===== src/rtl/afl_pkg.sv =====
// Package for the attitude fusion and low-pass block.
// Holds the word types, the configuration register map, reset values and the
// fixed filter coefficients. No dependencies.
package afl_pkg;

  // Width of every sample field on the ports.
  localparam int unsigned FIELD_W = 16;
  // Width of a Q14 filter coefficient.
  localparam int unsigned COEF_W = 16;
  // Width of the gyro gain register.
  localparam int unsigned GAIN_W = 15;

  // Fixed-point shifts.
  localparam int unsigned QSHIFT     = 14;
  localparam int unsigned FUSE_SHIFT = 3;
  localparam int unsigned BIAS_SHIFT = 10;

  // Configuration port.
  localparam int unsigned CFG_IDX_W  = 3;
  localparam int unsigned CFG_DATA_W = 16;

  localparam logic [CFG_IDX_W-1:0] CFG_GYRO_GAIN = 3'd0;
  localparam logic [CFG_IDX_W-1:0] CFG_YAW_A0    = 3'd1;
  localparam logic [CFG_IDX_W-1:0] CFG_YAW_A1    = 3'd2;
  localparam logic [CFG_IDX_W-1:0] CFG_YAW_A2    = 3'd3;
  localparam logic [CFG_IDX_W-1:0] CFG_YAW_B1    = 3'd4;
  localparam logic [CFG_IDX_W-1:0] CFG_YAW_B2    = 3'd5;

  typedef struct packed {
    logic signed [COEF_W-1:0] a0;
    logic signed [COEF_W-1:0] a1;
    logic signed [COEF_W-1:0] a2;
    logic signed [COEF_W-1:0] b1;
    logic signed [COEF_W-1:0] b2;
  } coef_t;

  localparam logic [GAIN_W-1:0] GAIN_RESET = 15'd133;

  localparam coef_t YAW_COEF_RESET = '{
    a0: 16'sd15,
    a1: 16'sd31,
    a2: 16'sd15,
    b1: -16'sd31313,
    b2: 16'sd14991
  };

  localparam coef_t VERT_COEF = '{
    a0: 16'sd1105,
    a1: 16'sd2210,
    a2: 16'sd1105,
    b1: -16'sd18727,
    b2: 16'sd6763
  };

  typedef struct packed {
    logic                      roll_enable;
    logic                      pitch_enable;
    logic                      yaw_enable;
    logic                      alt_enable;
    logic signed [FIELD_W-1:0] gyro_roll_rate;
    logic signed [FIELD_W-1:0] gyro_pitch_rate;
    logic signed [FIELD_W-1:0] gyro_yaw_rate;
    logic signed [FIELD_W-1:0] accel_roll_tilt;
    logic signed [FIELD_W-1:0] accel_pitch_tilt;
    logic signed [FIELD_W-1:0] accel_vertical;
  } in_t;

  typedef struct packed {
    logic signed [FIELD_W-1:0] roll_angle_out;
    logic signed [FIELD_W-1:0] pitch_angle_out;
    logic signed [FIELD_W-1:0] yaw_rate_out;
    logic signed [FIELD_W-1:0] vertical_accel_out;
  } out_t;

endpackage


===== src/rtl/afl_biquad.sv =====
// Second-order direct-form biquad with Q14 coefficients and wrapping state.
// Depends on afl_pkg for the coefficient type and shift constant.
module afl_biquad import afl_pkg::*; #(
  parameter int unsigned SAMPLE_WIDTH = 16
) (
  input  logic                           clk_i,
  input  logic                           rst_ni,
  input  logic                           upd_i,
  input  coef_t                          coef_i,
  input  logic signed [SAMPLE_WIDTH-1:0] x_i,
  output logic signed [SAMPLE_WIDTH-1:0] y_o
);

  localparam int unsigned PW = SAMPLE_WIDTH + COEF_W;

  logic signed [SAMPLE_WIDTH-1:0] xh0_q, xh1_q, yh0_q, yh1_q;
  logic signed [PW-1:0]           p_a0, p_a1, p_a2, p_b1, p_b2;
  logic signed [SAMPLE_WIDTH-1:0] y_d;

  // Each product is shifted down by QSHIFT before the sum; only the low
  // SAMPLE_WIDTH bits of each term matter since the sum wraps.
  always_comb begin
    p_a0 = x_i   * $signed(coef_i.a0);
    p_a1 = xh0_q * $signed(coef_i.a1);
    p_a2 = xh1_q * $signed(coef_i.a2);
    p_b1 = yh0_q * $signed(coef_i.b1);
    p_b2 = yh1_q * $signed(coef_i.b2);
    y_d  = p_a0[SAMPLE_WIDTH+QSHIFT-1:QSHIFT]
         + p_a1[SAMPLE_WIDTH+QSHIFT-1:QSHIFT]
         + p_a2[SAMPLE_WIDTH+QSHIFT-1:QSHIFT]
         - p_b1[SAMPLE_WIDTH+QSHIFT-1:QSHIFT]
         - p_b2[SAMPLE_WIDTH+QSHIFT-1:QSHIFT];
  end

  always_ff @(posedge clk_i or negedge rst_ni) begin
    if (!rst_ni) begin
      xh0_q <= '0;
      xh1_q <= '0;
      yh0_q <= '0;
      yh1_q <= '0;
    end else if (upd_i) begin
      xh1_q <= xh0_q;
      yh1_q <= yh0_q;
      xh0_q <= x_i;
      yh0_q <= y_d;
    end
  end

  assign y_o = upd_i ? y_d : yh0_q;

endmodule

===== config.mk =====
export PLATFORM = sky130hd
export DESIGN_NAME = afl_biquad
export DESIGN_NICKNAME = d
export VERILOG_FILES = /design/src/rtl/afl_pkg.sv /design/src/rtl/afl_biquad.sv
export SDC_FILE = /design/constraint.sdc
export NUM_CORES = 2
export LEC_CHECK = 0
export BUFFER_PORTS_ARGS = -buffer_cell sky130_fd_sc_hd__buf_2
export CAP_MARGIN = 10
export CORE_ASPECT_RATIO = 2
export CORE_MARGIN = 4
export CORE_UTILIZATION = 55
export DETAILED_ROUTE_END_ITERATION = 16
export GPL_TIMING_DRIVEN = 1
export PLACE_DENSITY_LB_ADDON = 0.15
export SYNTH_ARGS = -nofsm -noshare
export SYNTH_HDL_FRONTEND = slang
export SYNTH_SLANG_ARGS = --single-unit

===== constraint.sdc =====
create_clock -name clk_i -period 29.2 [get_ports clk_i]
set_clock_uncertainty 0.15 [all_clocks]
set_input_delay 2.92 -clock clk_i [delete_from_list [all_inputs] [get_ports clk_i]]
set_output_delay 2.92 -clock clk_i [all_outputs]
set_load 0.05 [all_outputs]

==> key figures <==
Run status
  – Outcome: completed

Clock tree
  – CTS Hold Buffers Added: 0
  – Total clock sinks: 64
  – Cell chosen for the clock root: clkbuf_16
  – Latest clock arrival within the worst-skew pair: around 380 ps
  – Buffers inserted by post-CTS timing repair: 0
  – PostCTS Resize Cnt: 0
  – Number of buffers inserted during clock tree synthesis: 9
  – H-tree levels: 3
  – TritonCTS clock tree: done
  – Clock transition at the registers of the reported paths: 80 ps
  – Longest Clk Path Bufs: 2

STA
  – Final-report max-slew violation count: 0
  – Sum of negative setup slack: 0 ps
  – Slew at the pin closest to its max-slew limit: 1116 ps
  – Final hold vios: 0
  – Unrepaired setup endpoints after global routing: false
  – Final min period: 17,000 ps
  – Final Worst Setup Slack: 12,200 ps
  – Worst-case headroom to the max-slew limit: 25.04%
  – Highest achievable clock rate: approximately 59 MHz
  – Count of endpoints failing setup in the final report: 0
  – Final period util: 58.21%

GRT
  – Met3 Resource Use GR: 2.474%
  – All-layer global routing usage: 29.09%
  – Overflow left after global routing: 0
  – First-pass GRT wire length: 209,200 µm
  – Vias in the first global route: 39,392
  – Antenna violations before repair: 0
  – GR Util met1: ~30%
  – Fraction of met2 tracks used by global routing: 55.80%
  – Global-route layer with the greatest usage: met2
  – Maximum number of pins on one net before global-route repair: 67

Final layout
  – Number of diodes added for antenna fixing: 0
  – Number of nets at the end of the flow: 6,940
  – Total area of multi-input combinational cells: 0.04103 mm²
  – Filler instances: 8,072
  – Relative area change from synthesis to final layout: 3.950%
  – Layout cell share with drive strength beyond 1: 4.371%
  – Sequential cell area: roughly 0.0016 mm²
  – Post-Layout Cell Count: 6,341
  – Final non-filler cell area: 0.05061 mm²

Logic synthesis
  – Ys Warns: 0
  – Cell count after synthesis: 5,187
  – Cell type with the highest aggregate area in the netlist: fa_1
  – Seq cells post-synth: 64
  – Per-instance average area after synthesis: 9.386 µm²
  – Synthesized area: 0.04868 mm²
  – Netlist cell types: 56
  – Share of the synthesized area in the top cell type: 52.63%
  – Number of nets in the synthesized netlist: 6,961
  – Count of flip-flops with a built-in enable after synthesis: 0
  – Ys flop type: dfrtp_1
  – Post-synth ARST share: 100.0%
  – Commonest cells post-synth: inv_1 (1,444), fa_1 (1,280), nand2_1 (665), and2_1 (541), ha_1 (395)
  – Top cells by area, synth: fa_1 (53%), inv_1 (11%), ha_1 (10%), and2_1 (7.0%), nand2_1 (5.1%)
  – Share of the yosys chip area belonging to registers: ~3.3%
  – Library cell with the highest instance count after synthesis: inv_1

Placed design
  – Global placement routability congestion: 0.9173
  – Worst setup slack before clock tree synthesis: 12,250 ps
  – Detailed placer's ending HPWL: 109,700 µm
  – Placed cell count: 6,325
  – Port buffer count: 114
  – Area post-placement: slightly above 0.05 mm²

Drt
  – Iter 0 DRT Violations: ~1,600
  – Final routed wirelength across all metal layers: 128,700 µm
  – Total DRC errors in the routed layout: 0
  – Vias/cell: 5.347
  – Antenna violation net count after detailed routing: 0
  – Detailed Routing Iterations Pass 1: 5
  – Vias after detailed routing: 33,906
  – Detailed-route wire length per cell: 20.30 µm

Worst setup path
  – Classification of the worst setup path: in -> out
  – Crit path max fanout: 16
  – Critical path data arrival time: 13,930 ps
  – Maximum single-stage delay on the critical path: 540 ps
  – Startpoint class of the critical path: input pin
  – Endpoint class of the critical path: output pin
  – CP required: ~26,000 ps
  – Critical Path Slowest Stage Cell: fa_1
  – Cell occurring most often along the worst timing path: xnor2_1

Run
  – Maximum Capacitance Violations: 0

Die
  – Initial core utilization: 55.29%
  – IO Pins: ~120
  – Core outline area: about 0.088 mm²
  – Overall die area: 0.09363 mm²
  – Num rows: ~150
  – Die Ht: 428.8 µm
  – Chip Width: 218.4 µm

Hold path
  – Type of the tightest min-delay check: reg -> reg
[stage by stage]
step	hold WS (ps)	utilization (%)
2_1_floorplan	400.1	-
6_report	410.6	57.47
3_5_place_dp	385.0	57.07
4_1_cts	403.4	57.47
3_3_place_gp	357.5	57.07
5_1_grt	425.0	57.47
[layout make-up]
cell class | count | share of cell area, %
clock buffers | 9 | 0.4450
clock inverters | 7 | 0.2472
inverters | 1444 | 10.71
multi-input cells | 3510 | 81.07
flip-flops and latches | 64 | 3.165
well taps | 1170 | 2.893
repair buffers | 137 | 1.474
[logic make-up (layout without fill, tap and decap cells)]
| group | Yosys count | in the layout | share of synthesized area (%) |
|---|---|---|---|
| xor+xnor | 168 | 168 | 3.094 |
| simple gates | 1423 | 1423 | 14.47 |
| compound gates | 182 | 182 | 2.480 |
| fa+ha+maj | 1675 | 1675 | 62.79 |
| flops | 64 | 64 | 3.290 |
| mux | 62 | 62 | 1.434 |
| buf+inv | 1613 | 1597 | 12.44 |
[worst paths after layout]
check	start	end	slack [ps]	depth (start not counted)
max	coef_i[2]	y_o[15]	12200	42
min in group asynchronous	rst_ni	xh1_q[6]	2250	1
max in group asynchronous	rst_ni	yh0_q[1]	25570	2
min	yh0_q[8]	yh0_q[8]	410	1
max reg2reg	yh0_q[9]	yh0_q[15]	17720	41
min reg2reg	yh0_q[8]	yh0_q[8]	410	1
[layer usage]
metal	part of all wire, %	vias to the layer above
li1	-	14734
met1	32	17837
met2	56	918
met3	3.5	417
met4	8.2	0
met5	0	-
[critical path, delay by kind of cell]
kind            cells  cell delay, ps
buf+inv             7            1160
xor+xnor           13            2380
fa+ha+maj          10            4610
compound gates      7            1940
simple gates        5             900
[sequential cells by signal, indices dropped and copies added, names as in the netlist]
signal / flops
yh0_q: 16
xh1_q: 16
xh0_q: 16
yh1_q: 16
[placed cells by master (no fill, tap or decap), drive strengths merged, types with 59 or more instances in the layout]
master	synthesis	layout
mux2	62	62
xnor2	122	122
nand2b	59	59
nor2	71	71
inv	1444	1447
dfrtp	64	64
ha	395	395
nand2	665	665
fa	1280	1280
and2	541	541
buf	2	137
Power is left out: the tool's default activity adds up to more than one toggle a clock period on the data nets, which glitch-free logic cannot reach.
