## src/rtl/afl_pkg.sv

```systemverilog
// Package for the attitude fusion and low-pass block.
// Holds the word types, the configuration register map, reset values and the
// fixed filter coefficients. No dependencies.
package afl_pkg;

  // Width of every sample field on the ports.
  localparam int unsigned FIELD_W = 16;
  // Width of a Q14 filter coefficient.
  localparam int unsigned COEF_W = 16;
  // Width of the gyro gain register.
  localparam int unsigned GAIN_W = 15;

  // Fixed-point shifts.
  localparam int unsigned QSHIFT     = 14;
  localparam int unsigned FUSE_SHIFT = 3;
  localparam int unsigned BIAS_SHIFT = 10;

  // Configuration port.
  localparam int unsigned CFG_IDX_W  = 3;
  localparam int unsigned CFG_DATA_W = 16;

  localparam logic [CFG_IDX_W-1:0] CFG_GYRO_GAIN = 3'd0;
  localparam logic [CFG_IDX_W-1:0] CFG_YAW_A0    = 3'd1;
  localparam logic [CFG_IDX_W-1:0] CFG_YAW_A1    = 3'd2;
  localparam logic [CFG_IDX_W-1:0] CFG_YAW_A2    = 3'd3;
  localparam logic [CFG_IDX_W-1:0] CFG_YAW_B1    = 3'd4;
  localparam logic [CFG_IDX_W-1:0] CFG_YAW_B2    = 3'd5;

  typedef struct packed {
    logic signed [COEF_W-1:0] a0;
    logic signed [COEF_W-1:0] a1;
    logic signed [COEF_W-1:0] a2;
    logic signed [COEF_W-1:0] b1;
    logic signed [COEF_W-1:0] b2;
  } coef_t;

  localparam logic [GAIN_W-1:0] GAIN_RESET = 15'd133;

  localparam coef_t YAW_COEF_RESET = '{
    a0: 16'sd15,
    a1: 16'sd31,
    a2: 16'sd15,
    b1: -16'sd31313,
    b2: 16'sd14991
  };

  localparam coef_t VERT_COEF = '{
    a0: 16'sd1105,
    a1: 16'sd2210,
    a2: 16'sd1105,
    b1: -16'sd18727,
    b2: 16'sd6763
  };

  typedef struct packed {
    logic                      roll_enable;
    logic                      pitch_enable;
    logic                      yaw_enable;
    logic                      alt_enable;
    logic signed [FIELD_W-1:0] gyro_roll_rate;
    logic signed [FIELD_W-1:0] gyro_pitch_rate;
    logic signed [FIELD_W-1:0] gyro_yaw_rate;
    logic signed [FIELD_W-1:0] accel_roll_tilt;
    logic signed [FIELD_W-1:0] accel_pitch_tilt;
    logic signed [FIELD_W-1:0] accel_vertical;
  } in_t;

  typedef struct packed {
    logic signed [FIELD_W-1:0] roll_angle_out;
    logic signed [FIELD_W-1:0] pitch_angle_out;
    logic signed [FIELD_W-1:0] yaw_rate_out;
    logic signed [FIELD_W-1:0] vertical_accel_out;
  } out_t;

endpackage

```

## src/rtl/afl_cfg.sv

```systemverilog
// Configuration registers: gyro gain and the yaw biquad coefficients.
// Depends on afl_pkg for the register map and reset values.
module afl_cfg import afl_pkg::*; (
  input  logic                  clk_i,
  input  logic                  rst_ni,
  input  logic                  cfg_we_i,
  input  logic [CFG_IDX_W-1:0]  cfg_idx_i,
  input  logic [CFG_DATA_W-1:0] cfg_wdata_i,
  output logic [GAIN_W-1:0]     gain_o,
  output coef_t                 yaw_coef_o
);

  logic [GAIN_W-1:0] gain_q;
  coef_t             yaw_q;

  always_ff @(posedge clk_i or negedge rst_ni) begin
    if (!rst_ni) begin
      gain_q <= GAIN_RESET;
      yaw_q  <= YAW_COEF_RESET;
    end else if (cfg_we_i) begin
      case (cfg_idx_i)
        CFG_GYRO_GAIN: gain_q   <= cfg_wdata_i[GAIN_W-1:0];
        CFG_YAW_A0:    yaw_q.a0 <= cfg_wdata_i;
        CFG_YAW_A1:    yaw_q.a1 <= cfg_wdata_i;
        CFG_YAW_A2:    yaw_q.a2 <= cfg_wdata_i;
        CFG_YAW_B1:    yaw_q.b1 <= cfg_wdata_i;
        CFG_YAW_B2:    yaw_q.b2 <= cfg_wdata_i;
        default: ;
      endcase
    end
  end

  assign gain_o     = gain_q;
  assign yaw_coef_o = yaw_q;

endmodule

```

## config.mk

```make
export PLATFORM = sky130hd
export DESIGN_NAME = afl_cfg
export DESIGN_NICKNAME = d
export VERILOG_FILES = /design/src/rtl/afl_pkg.sv /design/src/rtl/afl_cfg.sv
export SDC_FILE = /design/constraint.sdc
export NUM_CORES = 1
export LEC_CHECK = 0
export BUFFER_PORTS_ARGS = -buffer_cell sky130_fd_sc_hd__buf_2
export CAP_MARGIN = 20
export CORE_ASPECT_RATIO = 0.6
export CORE_MARGIN = 5
export CORE_UTILIZATION = 40
export CTS_BUF_LIST = sky130_fd_sc_hd__clkbuf_8
export DETAILED_ROUTE_END_ITERATION = 7
export MAX_ROUTING_LAYER = met4
export PLACE_DENSITY = 0.68
export SLEW_MARGIN = 20
export SYNTH_ARGS = -nofsm -noshare
export SYNTH_HDL_FRONTEND = slang
export SYNTH_SLANG_ARGS = --single-unit
export TNS_END_PERCENT = 50
```

## constraint.sdc

```tcl
create_clock -name clk_i -period 0.8 [get_ports clk_i]
set_input_delay 0.04 -clock clk_i [delete_from_list [all_inputs] [get_ports clk_i]]
set_output_delay 0.04 -clock clk_i [all_outputs]
set_load 0.1 [all_outputs]
```

==> results.sh <==
export IMPL_drt_iter0_drcs=97
export IMPL_destination_of_the_critical_timing_path="yaw_coef_o[24]"
export IMPL_status="finished, violations left"
export IMPL_timing_critical_path_buf_inv=1
export IMPL_clk_transition_reported_paths_ps=80
export IMPL_routed_via_density=4.66
export IMPL_chipWidth_um=136
export IMPL_final_design_area_no_fill_um2=7960
export IMPL_cp_startpoint="yaw_coef_o[24]$_DFFE_PN1P_"
export IMPL_clockPowerShare_pct=11.4
export IMPL_worst_skew_pair_late_latency_ps=370
export IMPL_core_region_area_um2=9220
export IMPL_switching_share_pct=44.8
export IMPL_failed_checks="negative setup slack"
export IMPL_root_cell_of_the_clock_tree="sky130_fd_sc_hd__clkbuf_8"
export IMPL_track_usage_pct=21.9
export IMPL_worst_setup_path_start_kind="flop"
export IMPL_syn_cell_area_um2=3810
export IMPL_number_of_max_cap_violations=0
export IMPL_cell_pwr_density_nw_per_um2=3580
export IMPL_synthesis_nets=228
export IMPL_cp_max_fo=2
export IMPL_yosys_area_top_type_share_pct=40.0
export IMPL_global_route_overflow_total=0
export IMPL_critPathRequiredTime_ps=760
export IMPL_route_final_wire_length_mm=12.5
export IMPL_hold_violations=0
export IMPL_area_growth_pct=109
export IMPL_io_pins=117
export IMPL_fin_skew_ps=0
export IMPL_grt_antenna_before_repair=0
export IMPL_post_route_period_util_pct=155
export IMPL_netlist_top_cells_area="sky130_fd_sc_hd__dfrtp_1 40%, sky130_fd_sc_hd__dfstp_2 23%, sky130_fd_sc_hd__mux2_2 19%, sky130_fd_sc_hd__mux2_4 12%, sky130_fd_sc_hd__buf_6 1.5%"
export IMPL_synth_yosys_warnings=0
export IMPL_grt_max_degree=23
export IMPL_drive_gt1_share_pct=96.5
export IMPL_sequentialPowerShare_pct=27.2
export IMPL_antenna_violating_nets_post_route=0
export IMPL_routed_via_count=2733
export IMPL_final_util_pct=86.4
export IMPL_yosys_area_top_type="sky130_fd_sc_hd__dfrtp_1"
export IMPL_dp_final_hpwl_mm=8.00
export IMPL_post_drt_wl_per_cell_um=21.3
export IMPL_min_delay_path_class="in2reg"
export IMPL_tritoncts="built"
export IMPL_clock_sink_count=95
export IMPL_timing_worst_slew_pin_value_ps=345
export IMPL_mapped_avg_cell_area_um2=18.5
export IMPL_rows=27
export IMPL_worst_path_dominant_cell_family="flip-flops"
export IMPL_critical_path_endpoint_type="output pin"
export IMPL_total_leakage_power_nw=3.59
export IMPL_via_count_of_the_first_global_routing_pass=3062
export IMPL_postPlaceCellArea_um2=7020
export IMPL_internal_power_mw=15.7
export IMPL_critPathMaxStageDelay_ps=650
export IMPL_final_net_count=474
export IMPL_timing_final_max_slew_violations=0
export IMPL_p_sw_mw=12.8
export IMPL_register_bit_count_reported_by_yosys=95
export IMPL_final_setup_viol_count=184
export IMPL_comb_power_share_pct=61.4
export IMPL_crit_chain="buf_12"
export IMPL_gp_congestion=0.789
export IMPL_area_taken_by_multi_input_logic_gates_um2=1450
export IMPL_cts_buffers_inserted=9
export IMPL_detail_route_drc_violations=0
export IMPL_worstReg2RegStart="yaw_coef_o[78]$_DFFE_PN0P_"
export IMPL_design_power_total_mw=28.5
export IMPL_final_setup_worst_slack_ps=-438
export IMPL_post_synth_inst_count=206
export IMPL_cp_depth=1
export IMPL_io_buffers=116
export IMPL_fmax_ghz=0.807
export IMPL_slew_limit_headroom_pct=77.0
export IMPL_start_util_pct=41.4
export IMPL_die_area_um2=11700
export IMPL_die_height_um=85.6
export IMPL_timing_final_crit_period_ps=1240
export IMPL_fillers=379
export IMPL_timing_critical_path_slowest_stage_cell="sky130_fd_sc_hd__dfstp_4"
export IMPL_register_area_share_after_synthesis_pct=63.4
export IMPL_timing_setup_critical_path_class="reg2out"
export IMPL_pre_cts_ws_ps=-406
export IMPL_diodes=0
export IMPL_register_area_um2=2700
export IMPL_clock_tree_buffer_depth=2
export IMPL_rr_worst_depth=3
export IMPL_htree_num_levels=3
export IMPL_first_pass_iters=4
export IMPL_ff2ff_setup_slack_ps=-280
export IMPL_worst_ir_drop_vdd_uv=2220
export IMPL_regToRegEndpoint="yaw_coef_o[78]$_DFFE_PN0P_"
export IMPL_synth_cell_type_count=12
export IMPL_grt_first_pass_wirelength_mm=18.3
export IMPL_unrepaired_setup_endpoints_after_global_routing="yes"
export IMPL_critical_path_arrival_ps=1200
## registers in the layout, indices dropped and copies added (netlist names)
register    cells
gain_o         15
yaw_coef_o     80
## layout by cell type (no fill, tap or decap)
| cell type | instances |
|---|---|
| sky130_fd_sc_hd__and4bb_2 | 2 |
| sky130_fd_sc_hd__mux2_2 | 19 |
| sky130_fd_sc_hd__clkinv_1 | 1 |
| sky130_fd_sc_hd__dfstp_2 | 2 |
| sky130_fd_sc_hd__nand4b_2 | 2 |
| sky130_fd_sc_hd__buf_2 | 20 |
| sky130_fd_sc_hd__dfrtp_2 | 29 |
| sky130_fd_sc_hd__dfrtp_4 | 32 |
| sky130_fd_sc_hd__buf_12 | 103 |
| sky130_fd_sc_hd__buf_6 | 93 |
| sky130_fd_sc_hd__mux2_4 | 76 |
| sky130_fd_sc_hd__dlygate4sd3_1 | 13 |
| sky130_fd_sc_hd__and4bb_1 | 1 |
| sky130_fd_sc_hd__nor4b_4 | 1 |
| sky130_fd_sc_hd__bufinv_16 | 1 |
| sky130_fd_sc_hd__clkbuf_8 | 11 |
| sky130_fd_sc_hd__dfstp_4 | 32 |
| sky130_fd_sc_hd__buf_4 | 16 |
| sky130_fd_sc_hd__clkinv_2 | 2 |
| sky130_fd_sc_hd__inv_1 | 1 |
## stage by stage
stage	setup TNS, ps	std cells	hold WS (ps)
after detailed placement	-32440	523	-35.5
after floorplan	-25450	206	-256
after CTS	-40920	567	2.24
final	-42730	587	6.11
after global placement	-29640	523	-39.2
after global routing	-47730	587	-7.20
## layout make-up
class	count	share of cell area (%)
Clock buffer	11	1.90
Tap cell	130	2.04
Multi-Input combinational cell	101	18.2
Timing Repair Buffer	245	43.4
Sequential cell	95	33.9
Clock inverter	5	0.597
## power groups by stage
| stage | combinational, mW | sequential (mW) | clock (mW) |
|---|---|---|---|
| global route | 17.9 | 7.90 | 3.51 |
| finish | 17.5 | 7.76 | 3.25 |
| detailed placement | 16.1 | 7.64 | 0 |
| floorplan | 1.53 | 15.4 | 0 |
| CTS | 17.0 | 7.70 | 3.27 |
| global placement | 16.0 | 7.61 | 0 |
## routing by layer
layer  vias up  wire length, um  GRT usage [%]
met5         -                0              -
met4         0              207           4.67
met3        14              924           8.44
met2        92             6050           35.1
met1      1405             5310           26.6
li1       1222                -              -
## Yosys cell counts, drive strengths merged
cell type  count
mux2          95
dfrtp         61
dfstp         34
buf           10
and4bb         3
nand4b         2
nor4b          1
## cells by family (layout without fill, tap and decap cells)
kind of cell	after synthesis	after routing	synth area share, %
buf+inv	10	261	3.18
simple gates	6	6	2.39
mux	95	95	31.0
flops	95	95	63.4
## timing repair
| item | in CTS | in global routing |
|---|---|---|
| buffers inserted | 15 | 20 |
| resized for setup | 74 | 21 |
| cloned | 0 | 0 |
| hold buffers | 13 | 0 |
| setup endpoints to repair | 163 | 186 |
| hold endpoints to repair | 123 | 0 |
## worst min path at each step
stage / from / to / slack [ps] / cells after the start
global route: cfg_wdata_i[8] / yaw_coef_o[72]$_DFFE_PN0P_ / -7 / 2
floorplan: rst_ni / gain_o[10]$_DFFE_PN0P_ / -260 / 0
finish: cfg_wdata_i[3] / yaw_coef_o[67]$_DFFE_PN1P_ / 6 / 2
detailed placement: rst_ni / yaw_coef_o[39]$_DFFE_PN0P_ / -40 / 1
CTS: cfg_wdata_i[8] / yaw_coef_o[8]$_DFFE_PN0P_ / 2 / 2
global placement: rst_ni / yaw_coef_o[39]$_DFFE_PN0P_ / -40 / 1
Note: power is estimated with default switching activity, not from simulation.
