`config.mk`:
```
export PLATFORM = sky130hd
export DESIGN_NAME = afl_fuse
export DESIGN_NICKNAME = d
export VERILOG_FILES = /design/src/rtl/afl_pkg.sv /design/src/rtl/afl_fuse.sv
export SDC_FILE = /design/constraint.sdc
export NUM_CORES = 1
export LEC_CHECK = 0
export ABC_AREA = 1
export BUFFER_PORTS_ARGS = -buffer_cell sky130_fd_sc_hd__buf_2
export CAP_MARGIN = 20
export CORE_ASPECT_RATIO = 1.2
export CORE_MARGIN = 2
export CORE_UTILIZATION = 63
export CTS_BUF_LIST = sky130_fd_sc_hd__clkbuf_8
export CTS_CLUSTER_DIAMETER = 40
export CTS_CLUSTER_SIZE = 14
export DETAILED_ROUTE_END_ITERATION = 10
export GPL_TIMING_DRIVEN = 0
export PLACE_DENSITY = 0.81
export SKIP_LAST_GASP = 1
export SLEW_MARGIN = 15
export SYNTH_ARGS = -nofsm -noshare
export SYNTH_HDL_FRONTEND = slang
export SYNTH_SLANG_ARGS = --single-unit
export TNS_END_PERCENT = 5
```
`constraint.sdc`:
```
create_clock -name clk_i -period 18.9 [get_ports clk_i]
set_clock_uncertainty 0.1 [all_clocks]
set_input_delay 1.89 -clock clk_i [delete_from_list [all_inputs] [get_ports clk_i]]
set_output_delay 1.89 -clock clk_i [all_outputs]
set_load 0.1 [all_outputs]
```
`src/rtl/afl_pkg.sv`:
```
// Package for the attitude fusion and low-pass block.
// Holds the word types, the configuration register map, reset values and the
// fixed filter coefficients. No dependencies.
package afl_pkg;

  // Width of every sample field on the ports.
  localparam int unsigned FIELD_W = 16;
  // Width of a Q14 filter coefficient.
  localparam int unsigned COEF_W = 16;
  // Width of the gyro gain register.
  localparam int unsigned GAIN_W = 15;

  // Fixed-point shifts.
  localparam int unsigned QSHIFT     = 14;
  localparam int unsigned FUSE_SHIFT = 3;
  localparam int unsigned BIAS_SHIFT = 10;

  // Configuration port.
  localparam int unsigned CFG_IDX_W  = 3;
  localparam int unsigned CFG_DATA_W = 16;

  localparam logic [CFG_IDX_W-1:0] CFG_GYRO_GAIN = 3'd0;
  localparam logic [CFG_IDX_W-1:0] CFG_YAW_A0    = 3'd1;
  localparam logic [CFG_IDX_W-1:0] CFG_YAW_A1    = 3'd2;
  localparam logic [CFG_IDX_W-1:0] CFG_YAW_A2    = 3'd3;
  localparam logic [CFG_IDX_W-1:0] CFG_YAW_B1    = 3'd4;
  localparam logic [CFG_IDX_W-1:0] CFG_YAW_B2    = 3'd5;

  typedef struct packed {
    logic signed [COEF_W-1:0] a0;
    logic signed [COEF_W-1:0] a1;
    logic signed [COEF_W-1:0] a2;
    logic signed [COEF_W-1:0] b1;
    logic signed [COEF_W-1:0] b2;
  } coef_t;

  localparam logic [GAIN_W-1:0] GAIN_RESET = 15'd133;

  localparam coef_t YAW_COEF_RESET = '{
    a0: 16'sd15,
    a1: 16'sd31,
    a2: 16'sd15,
    b1: -16'sd31313,
    b2: 16'sd14991
  };

  localparam coef_t VERT_COEF = '{
    a0: 16'sd1105,
    a1: 16'sd2210,
    a2: 16'sd1105,
    b1: -16'sd18727,
    b2: 16'sd6763
  };

  typedef struct packed {
    logic                      roll_enable;
    logic                      pitch_enable;
    logic                      yaw_enable;
    logic                      alt_enable;
    logic signed [FIELD_W-1:0] gyro_roll_rate;
    logic signed [FIELD_W-1:0] gyro_pitch_rate;
    logic signed [FIELD_W-1:0] gyro_yaw_rate;
    logic signed [FIELD_W-1:0] accel_roll_tilt;
    logic signed [FIELD_W-1:0] accel_pitch_tilt;
    logic signed [FIELD_W-1:0] accel_vertical;
  } in_t;

  typedef struct packed {
    logic signed [FIELD_W-1:0] roll_angle_out;
    logic signed [FIELD_W-1:0] pitch_angle_out;
    logic signed [FIELD_W-1:0] yaw_rate_out;
    logic signed [FIELD_W-1:0] vertical_accel_out;
  } out_t;

endpackage

```
`src/rtl/afl_fuse.sv`:
```
// One axis of the complementary filter with gyro bias tracking.
// Depends on afl_pkg for the shift constants and coefficient width.
module afl_fuse import afl_pkg::*; #(
  parameter int unsigned SAMPLE_WIDTH = 16
) (
  input  logic                           clk_i,
  input  logic                           rst_ni,
  input  logic                           upd_i,
  input  logic [GAIN_W-1:0]              gain_i,
  input  logic signed [SAMPLE_WIDTH-1:0] rate_i,
  input  logic signed [SAMPLE_WIDTH-1:0] ref_i,
  output logic signed [SAMPLE_WIDTH-1:0] est_o
);

  localparam int unsigned PW = SAMPLE_WIDTH + COEF_W;

  logic signed [SAMPLE_WIDTH-1:0] est_q, est_d;
  logic signed [SAMPLE_WIDTH-1:0] bias_q, bias_d;
  logic signed [SAMPLE_WIDTH-1:0] rate_c;
  logic signed [PW-1:0]           prod;
  logic signed [SAMPLE_WIDTH-1:0] est_int;
  logic signed [SAMPLE_WIDTH:0]   err_a;
  logic signed [SAMPLE_WIDTH:0]   err_b;
  logic signed [SAMPLE_WIDTH-1:0] est_fused;

  always_comb begin
    rate_c  = rate_i - bias_q;
    prod    = rate_c * $signed({1'b0, gain_i});
    est_int = est_q + prod[SAMPLE_WIDTH+QSHIFT-1:QSHIFT];
    // Errors are formed one bit wider so the shifted value is exact.
    err_a     = {est_int[SAMPLE_WIDTH-1], est_int} - {ref_i[SAMPLE_WIDTH-1], ref_i};
    est_fused = est_int
              - {{(FUSE_SHIFT-1){err_a[SAMPLE_WIDTH]}}, err_a[SAMPLE_WIDTH:FUSE_SHIFT]};
    err_b   = {est_fused[SAMPLE_WIDTH-1], est_fused} - {ref_i[SAMPLE_WIDTH-1], ref_i};
    bias_d  = bias_q
            + {{(BIAS_SHIFT-1){err_b[SAMPLE_WIDTH]}}, err_b[SAMPLE_WIDTH:BIAS_SHIFT]};
    est_d   = est_fused;
  end

  always_ff @(posedge clk_i or negedge rst_ni) begin
    if (!rst_ni) begin
      est_q  <= '0;
      bias_q <= '0;
    end else if (upd_i) begin
      est_q  <= est_d;
      bias_q <= bias_d;
    end
  end

  assign est_o = upd_i ? est_d : est_q;

endmodule

```
==> impl_metrics.json, run 1 <==
{
  "outcome": "finished, final reports clean",
  "yosys_warnings": 0,
  "min_from": "bias_q[5]",
  "io_pins": 66,
  "tightestPinTransition_ps": 1160,
  "grt_util_met3_pct": 2.85,
  "critPathMaxStageDelay_ps": 540,
  "hold_violations": 0,
  "cts_htree_levels": 2,
  "ys_types": 42,
  "r2r-end": "bias_q[14]",
  "grtUsageMet1_pct": 38.8,
  "reg2reg_from": "bias_q[6]",
  "grt_pass1_vias": 12400,
  "cpMaxStageDelayCell": "fa_1",
  "r2r_setup_slack_ps": 2900,
  "post-route-period-util_pct": 91.5,
  "synth_edf_count": 0,
  "cts_tree": "done",
  "yosys.area.top_type": "fa_1",
  "grt_antenna_before_repair": 0,
  "synth_area_leaders": "fa_1, ha_1, inv_1",
  "drtPass1Iterations": 8,
  "syn_nets": 2292,
  "clock_latency_ps": 300,
  "yosysTopAreaCellShare_pct": 34.0,
  "antennaDiodeCount": 0,
  "worst_setup_path_end_kind": "flip-flop",
  "netlist_instances": 1837,
  "top_usage_layer": "met2",
  "antenna_left": 0,
  "startpoint_type": "input pin",
  "max_freq_mhz": 57.8,
  "setup_viol": 0,
  "rsz0062_at_grt": "no",
  "vias": 12000,
  "cp.required_ps": 18980,
  "gp_congestion": 0.937,
  "cts.sinks": 32,
  "nNetsFinal": 2363,
  "fp.dieW_microns": 140,
  "arrival_ps": 17370,
  "use_met2_pct": 56.6,
  "initial_core_util_pct": 64.2,
  "cts_buffers": 5,
  "rows": 59,
  "fp.dieH_microns": 167,
  "cts.reportedPaths.clkPinSlew_ps": 70,
  "dp_hpwl_microns": 30800,
  "wirelength_microns": 35200,
  "grt_max_degree": 33,
  "clockRootBuffer": "clkbuf_8",
  "crit_fanout": 9,
  "final_cell_mix": "inv_1, nand2_1, fa_1, ha_1, nor2_1",
  "worst_path_most_repeated_cell": "nand2_1",
  "period_minus_slack_ps": 17290,
  "critPathKind": "in2reg",
  "clock_path_buffers": 2,
  "drive_gt1_share_pct": 6.23,
  "wl_per_cell_microns": 16.1,
  "grt_pass1_wl_microns": 59300,
  "die_area_sq_um": 23300,
  "postCtsSetupBuffers": 0,
  "yosys_register_bits": 32,
  "synth_seq_area_share_pct": 5.74,
  "core_area_sq_um": 21700,
  "final_common_cell": "inv_1",
  "holdPathEnd": "bias_q[5]",
  "hold_depth": 2,
  "hold_path.class": "reg2reg",
  "yosys_most_used_dff": "dfrtp_1",
  "slew_violations": 0,
  "syn_to_final_growth_pct": 5.72,
  "viasPerCell": 5.49,
  "slew-limit-headroom_pct": 22.6,
  "max_cap_violations": 0,
  "grt.overflow.total": 0,
  "async_flop_share_pct": 100,
  "io_buffers": 61,
  "drt_iter0_drc": 781,
  "avgSynthCellArea_sq_um": 7.59,
  "hold_buffers": 0,
  "synth_area_sq_um": 13900,
  "drc": 0,
  "grt_usage_pct": 31.5,
  "fin_tns_setup_ps": 0,
  "post_cts_resized": 0,
  "rr_worst_depth": 79
}
-- state kept, by name, summed over array words and instances (netlist names) --
| name | cells |
|---|---|
| bias_q | 16 |
| est_q | 16 |
-- logic make-up after synthesis --
kind of cell / after synthesis / synth area share (%)
buffers and inverters: 486 / 13.2
AO/OA/AOI/OAI: 213 / 8.52
XOR/XNOR: 82 / 5.15
flip-flops: 32 / 5.74
adder cells (fa/ha/maj): 405 / 49.1
AND/OR/NAND/NOR: 619 / 18.3
-- stage by stage --
| stage | utilization, % | std cells | area [sq um] | hold slack [ps] | worst slack, ps |
|---|---|---|---|---|---|
| detailed placement | 67.3 | 2173 | 14600 | 413 | 1660 |
| finish | 67.9 | 2183 | 14700 | 431 | 1610 |
| global placement | 67.2 | 2172 | 14600 | 393 | 1820 |
| CTS | 67.8 | 2181 | 14700 | 431 | 1890 |
| floorplan | - | 1837 | 13900 | 367 | 3170 |
| global route | 67.9 | 2183 | 14700 | 472 | 666 |
-- worst max path at each step --
stage | from | slack, ps | end
5_1_grt | rate_i[5] | 670 | bias_q[14]
6_report | rate_i[0] | 1610 | bias_q[14]
4_1_cts | rate_i[0] | 1890 | bias_q[14]
3_3_place_gp | rate_i[2] | 1820 | bias_q[14]
2_1_floorplan | rate_i[0] | 3170 | est_o[12]
3_5_place_dp | rate_i[0] | 1660 | bias_q[14]
-- critical path: cells and delay by family --
kind | cells | cell delay, ps
AOI/OAI and AO/OA | 24 | 4380
xor gates and xnor gates | 5 | 1150
adders and majority gates | 14 | 5730
buffers and inverters | 9 | 920
and+or+nand+nor | 26 | 3280
-- Yosys cell counts (5+ instances only) --
master	number
clkbuf_1	21
xor2_1	50
nand3_1	52
a31oi_1	8
a21o_1	7
a21oi_1	105
or2_2	22
a211oi_1	5
xnor2_1	32
dfrtp_1	32
nand2_2	9
nand2_1	362
ha_1	168
o21bai_1	8
inv_1	451
nor2_1	147
o21a_1	5
nand4_1	6
o21ai_0	57
clkinv_1	5
nor3_1	9
fa_1	237
-- metal layers --
metal / share of wire (%) / vias up
met5: 0 / -
met4: 4.8 / 0
met3: 5.7 / 100
met2: 51 / 413
met1: 39 / 5769
li1: - / 5711
-- layout make-up --
cell class | instances | area [sq um]
multi-input cells | 1319 | 11300
fillers | 1823 | 6960
inverters | 458 | 1720
flip-flops and latches | 32 | 801
well taps | 274 | 343
repair buffers | 64 | 328
plain buffers | 28 | 125
clock buffers | 7 | 96.3
clock inverters | 1 | 30.0
Power of run 1 is left out: the tool's default activity adds up to more than one toggle a clock period on the data nets, which glitch-free logic cannot reach.
==> inputs of run 2 (changes only) <==
--- a/config.mk
+++ b/config.mk
@@ -6,17 +6,17 @@
 export NUM_CORES = 1
 export LEC_CHECK = 0
 export ABC_AREA = 1
-export BUFFER_PORTS_ARGS = -buffer_cell sky130_fd_sc_hd__buf_2
+export BUFFER_PORTS_ARGS = -buffer_cell sky130_fd_sc_hd__buf_4
 export CAP_MARGIN = 20
 export CORE_ASPECT_RATIO = 1.2
 export CORE_MARGIN = 2
-export CORE_UTILIZATION = 63
+export CORE_UTILIZATION = 67
 export CTS_BUF_LIST = sky130_fd_sc_hd__clkbuf_8
 export CTS_CLUSTER_DIAMETER = 40
 export CTS_CLUSTER_SIZE = 14
 export DETAILED_ROUTE_END_ITERATION = 10
 export GPL_TIMING_DRIVEN = 0
-export PLACE_DENSITY = 0.81
+export PLACE_DENSITY = 0.86
 export SKIP_LAST_GASP = 1
 export SLEW_MARGIN = 15
 export SYNTH_ARGS = -nofsm -noshare
==> constraint.sdc (replaced) <==
create_clock -name clk_i -period 18.9 [get_ports clk_i]
set_clock_uncertainty 0.1 [all_clocks]
set_input_delay 2.835 -clock clk_i [delete_from_list [all_inputs] [get_ports clk_i]]
set_output_delay 2.835 -clock clk_i [all_outputs]
set_load 0.1 [all_outputs]
==> run 2 against run 1 <==
Net effect: non-clock buffer count is 2 higher; sequential share of layout area decreased by 0.055 points; fmax is 3.7% lower; register-to-register slack gained 380 ps; sequential cell count unchanged; core utilization increased by 5.3 points; wire length increased by 0.61%; cell area increased by 1.0%; worst setup slack lost 660 ps; critical path type is now in2out; highest routed layer unchanged.
==> impl_metrics.json, run 2 (same netlist as run 1, synthesis figures left out) <==
{
  "largestRegisters": "bias_q: 16 flops, est_q: 16 flops",
  "max_freq_mhz": 55.7,
  "hold_path.class": "reg2reg",
  "post-route-period-util_pct": 95.0,
  "fp.dieW_microns": 136,
  "whs_ps": 417,
  "outcome": "finished, final reports clean",
  "grt_pass1_vias": 12800,
  "fp.dieH_microns": 162,
  "cts_htree_levels": 2,
  "slew_violations": 0,
  "initial_core_util_pct": 68.6,
  "hold_buffers": 0,
  "cpMaxStageDelayCell": "fa_1",
  "gp_congestion": 0.978,
  "grt_usage_pct": 34.3,
  "crit_fanout": 10,
  "io_pins": 66,
  "wl_per_cell_microns": 16.3,
  "seqCellArea_sq_um": 801,
  "grt.overflow.total": 0,
  "hold_violations": 0,
  "critPathMaxStageDelay_ps": 550,
  "final_cell_mix": "inv_1, nand2_1, fa_1, ha_1, nor2_1",
  "cts_buffers": 5,
  "holdPathEnd": "bias_q[15]",
  "grt_max_degree": 33,
  "antennaDiodeCount": 0,
  "wirelength_microns": 35400,
  "worst_path_most_repeated_cell": "nand2_1",
  "critPathKind": "in2out",
  "die_area_sq_um": 22000,
  "arrival_ps": 15020,
  "viasPerCell": 5.54,
  "final_common_cell": "inv_1",
  "dp_hpwl_microns": 30900,
  "slew-limit-headroom_pct": 25.1,
  "clock_latency_ps": 300,
  "worst_setup_path_end_kind": "output port",
  "io_buffers": 61,
  "clock_path_buffers": 2,
  "r2r-end": "bias_q[14]",
  "tightestPinTransition_ps": 1120,
  "drc": 0,
  "period_minus_slack_ps": 17950,
  "hold_depth": 1,
  "syn_to_final_growth_pct": 6.79,
  "cp.required_ps": 15970,
  "rows": 57,
  "nNetsFinal": 2365,
  "rr_worst_depth": 79,
  "drive_gt1_share_pct": 6.49,
  "max_cap_violations": 0,
  "cts.reportedPaths.clkPinSlew_ps": 70,
  "startpoint_type": "input pin",
  "grt_antenna_before_repair": 0,
  "nFillCells": 1547,
  "drt_iter0_drc": 877,
  "r2r_setup_slack_ps": 3280,
  "vias": 12000,
  "cts.sinks": 32,
  "antenna_left": 0,
  "drtPass1Iterations": 5,
  "reg2reg_from": "bias_q[0]",
  "multi_input_area_sq_um": 11300,
  "min_from": "bias_q[15]",
  "fin_tns_setup_ps": 0,
  "grt_pass1_wl_microns": 59400,
  "setup_viol": 0,
  "cts_tree": "done",
  "core_area_sq_um": 20300,
  "clockRootBuffer": "clkbuf_8"
}
-- run 2: cell count changes in the layout (fill, tap and decap cells not counted) --
cell,delta
buf_4,+63
buf_2,-61
clkbuf_8,-2
clkinv_1,-2
clkinvlp_4,+2
nand2_1,-2
nand2_2,+2
a21boi_0,-1
a21boi_1,+1
clkinv_2,+1
inv_1,+1
-- run 2: worst max path at each step --
stage	endpoint	start	cells after the start	slack, ps
final	est_o[12]	rate_i[0]	60	950
after global routing	bias_q[14]	rate_i[0]	85	-0.6
after CTS	est_o[12]	rate_i[0]	58	950
after detailed placement	bias_q[14]	rate_i[0]	79	830
after global placement	bias_q[14]	rate_i[2]	77	990
after floorplan	est_o[12]	rate_i[0]	59	1280
-- run 2: critical path, delay by kind of cell --
family / cells / cell delay (ps)
adders and majority gates: 12 / 5080
buffers and inverters: 9 / 870
and+or+nand+nor: 17 / 2490
xor gates and xnor gates: 4 / 590
AOI/OAI and AO/OA: 18 / 3140
-- run 2: cell type report --
type / instances / share of cell area [%]
multi-input combinational: 1319 / 75.9
inverter: 458 / 11.6
sequential: 32 / 5.38
timing repair buffer: 66 / 3.33
tap: 265 / 2.23
buffer: 28 / 0.840
clock buffer: 5 / 0.462
clock inverter: 3 / 0.261
-- run 2: timing repair --
item | 4_1_cts | 5_1_grt
endpoints found under the setup margin | 0 | 3
setup buffers | 0 | 2
resized for setup | 0 | 5
-- run 2: stage by stage --
step | util, % | setup slack [ps] | cell area, sq um | std cells
5_1_grt | 73.3 | -0.645 | 14900 | 2176
2_1_floorplan | - | 1280 | 13900 | 1837
3_3_place_gp | 72.5 | 987 | 14700 | 2163
4_1_cts | 73.0 | 949 | 14800 | 2172
6_report | 73.3 | 946 | 14900 | 2176
3_5_place_dp | 72.5 | 828 | 14700 | 2164
-- run 2: per-layer routing --
metal / share of wire (%) / up-vias / track usage (%)
li1: - / 5716 / -
met1: 38 / 5699 / 41.2
met2: 49 / 503 / 60.1
met3: 6.6 / 128 / 4.37
met4: 5.8 / 0 / 17.6
met5: 0 / - / 0
Power of run 2 is left out for the same reason.
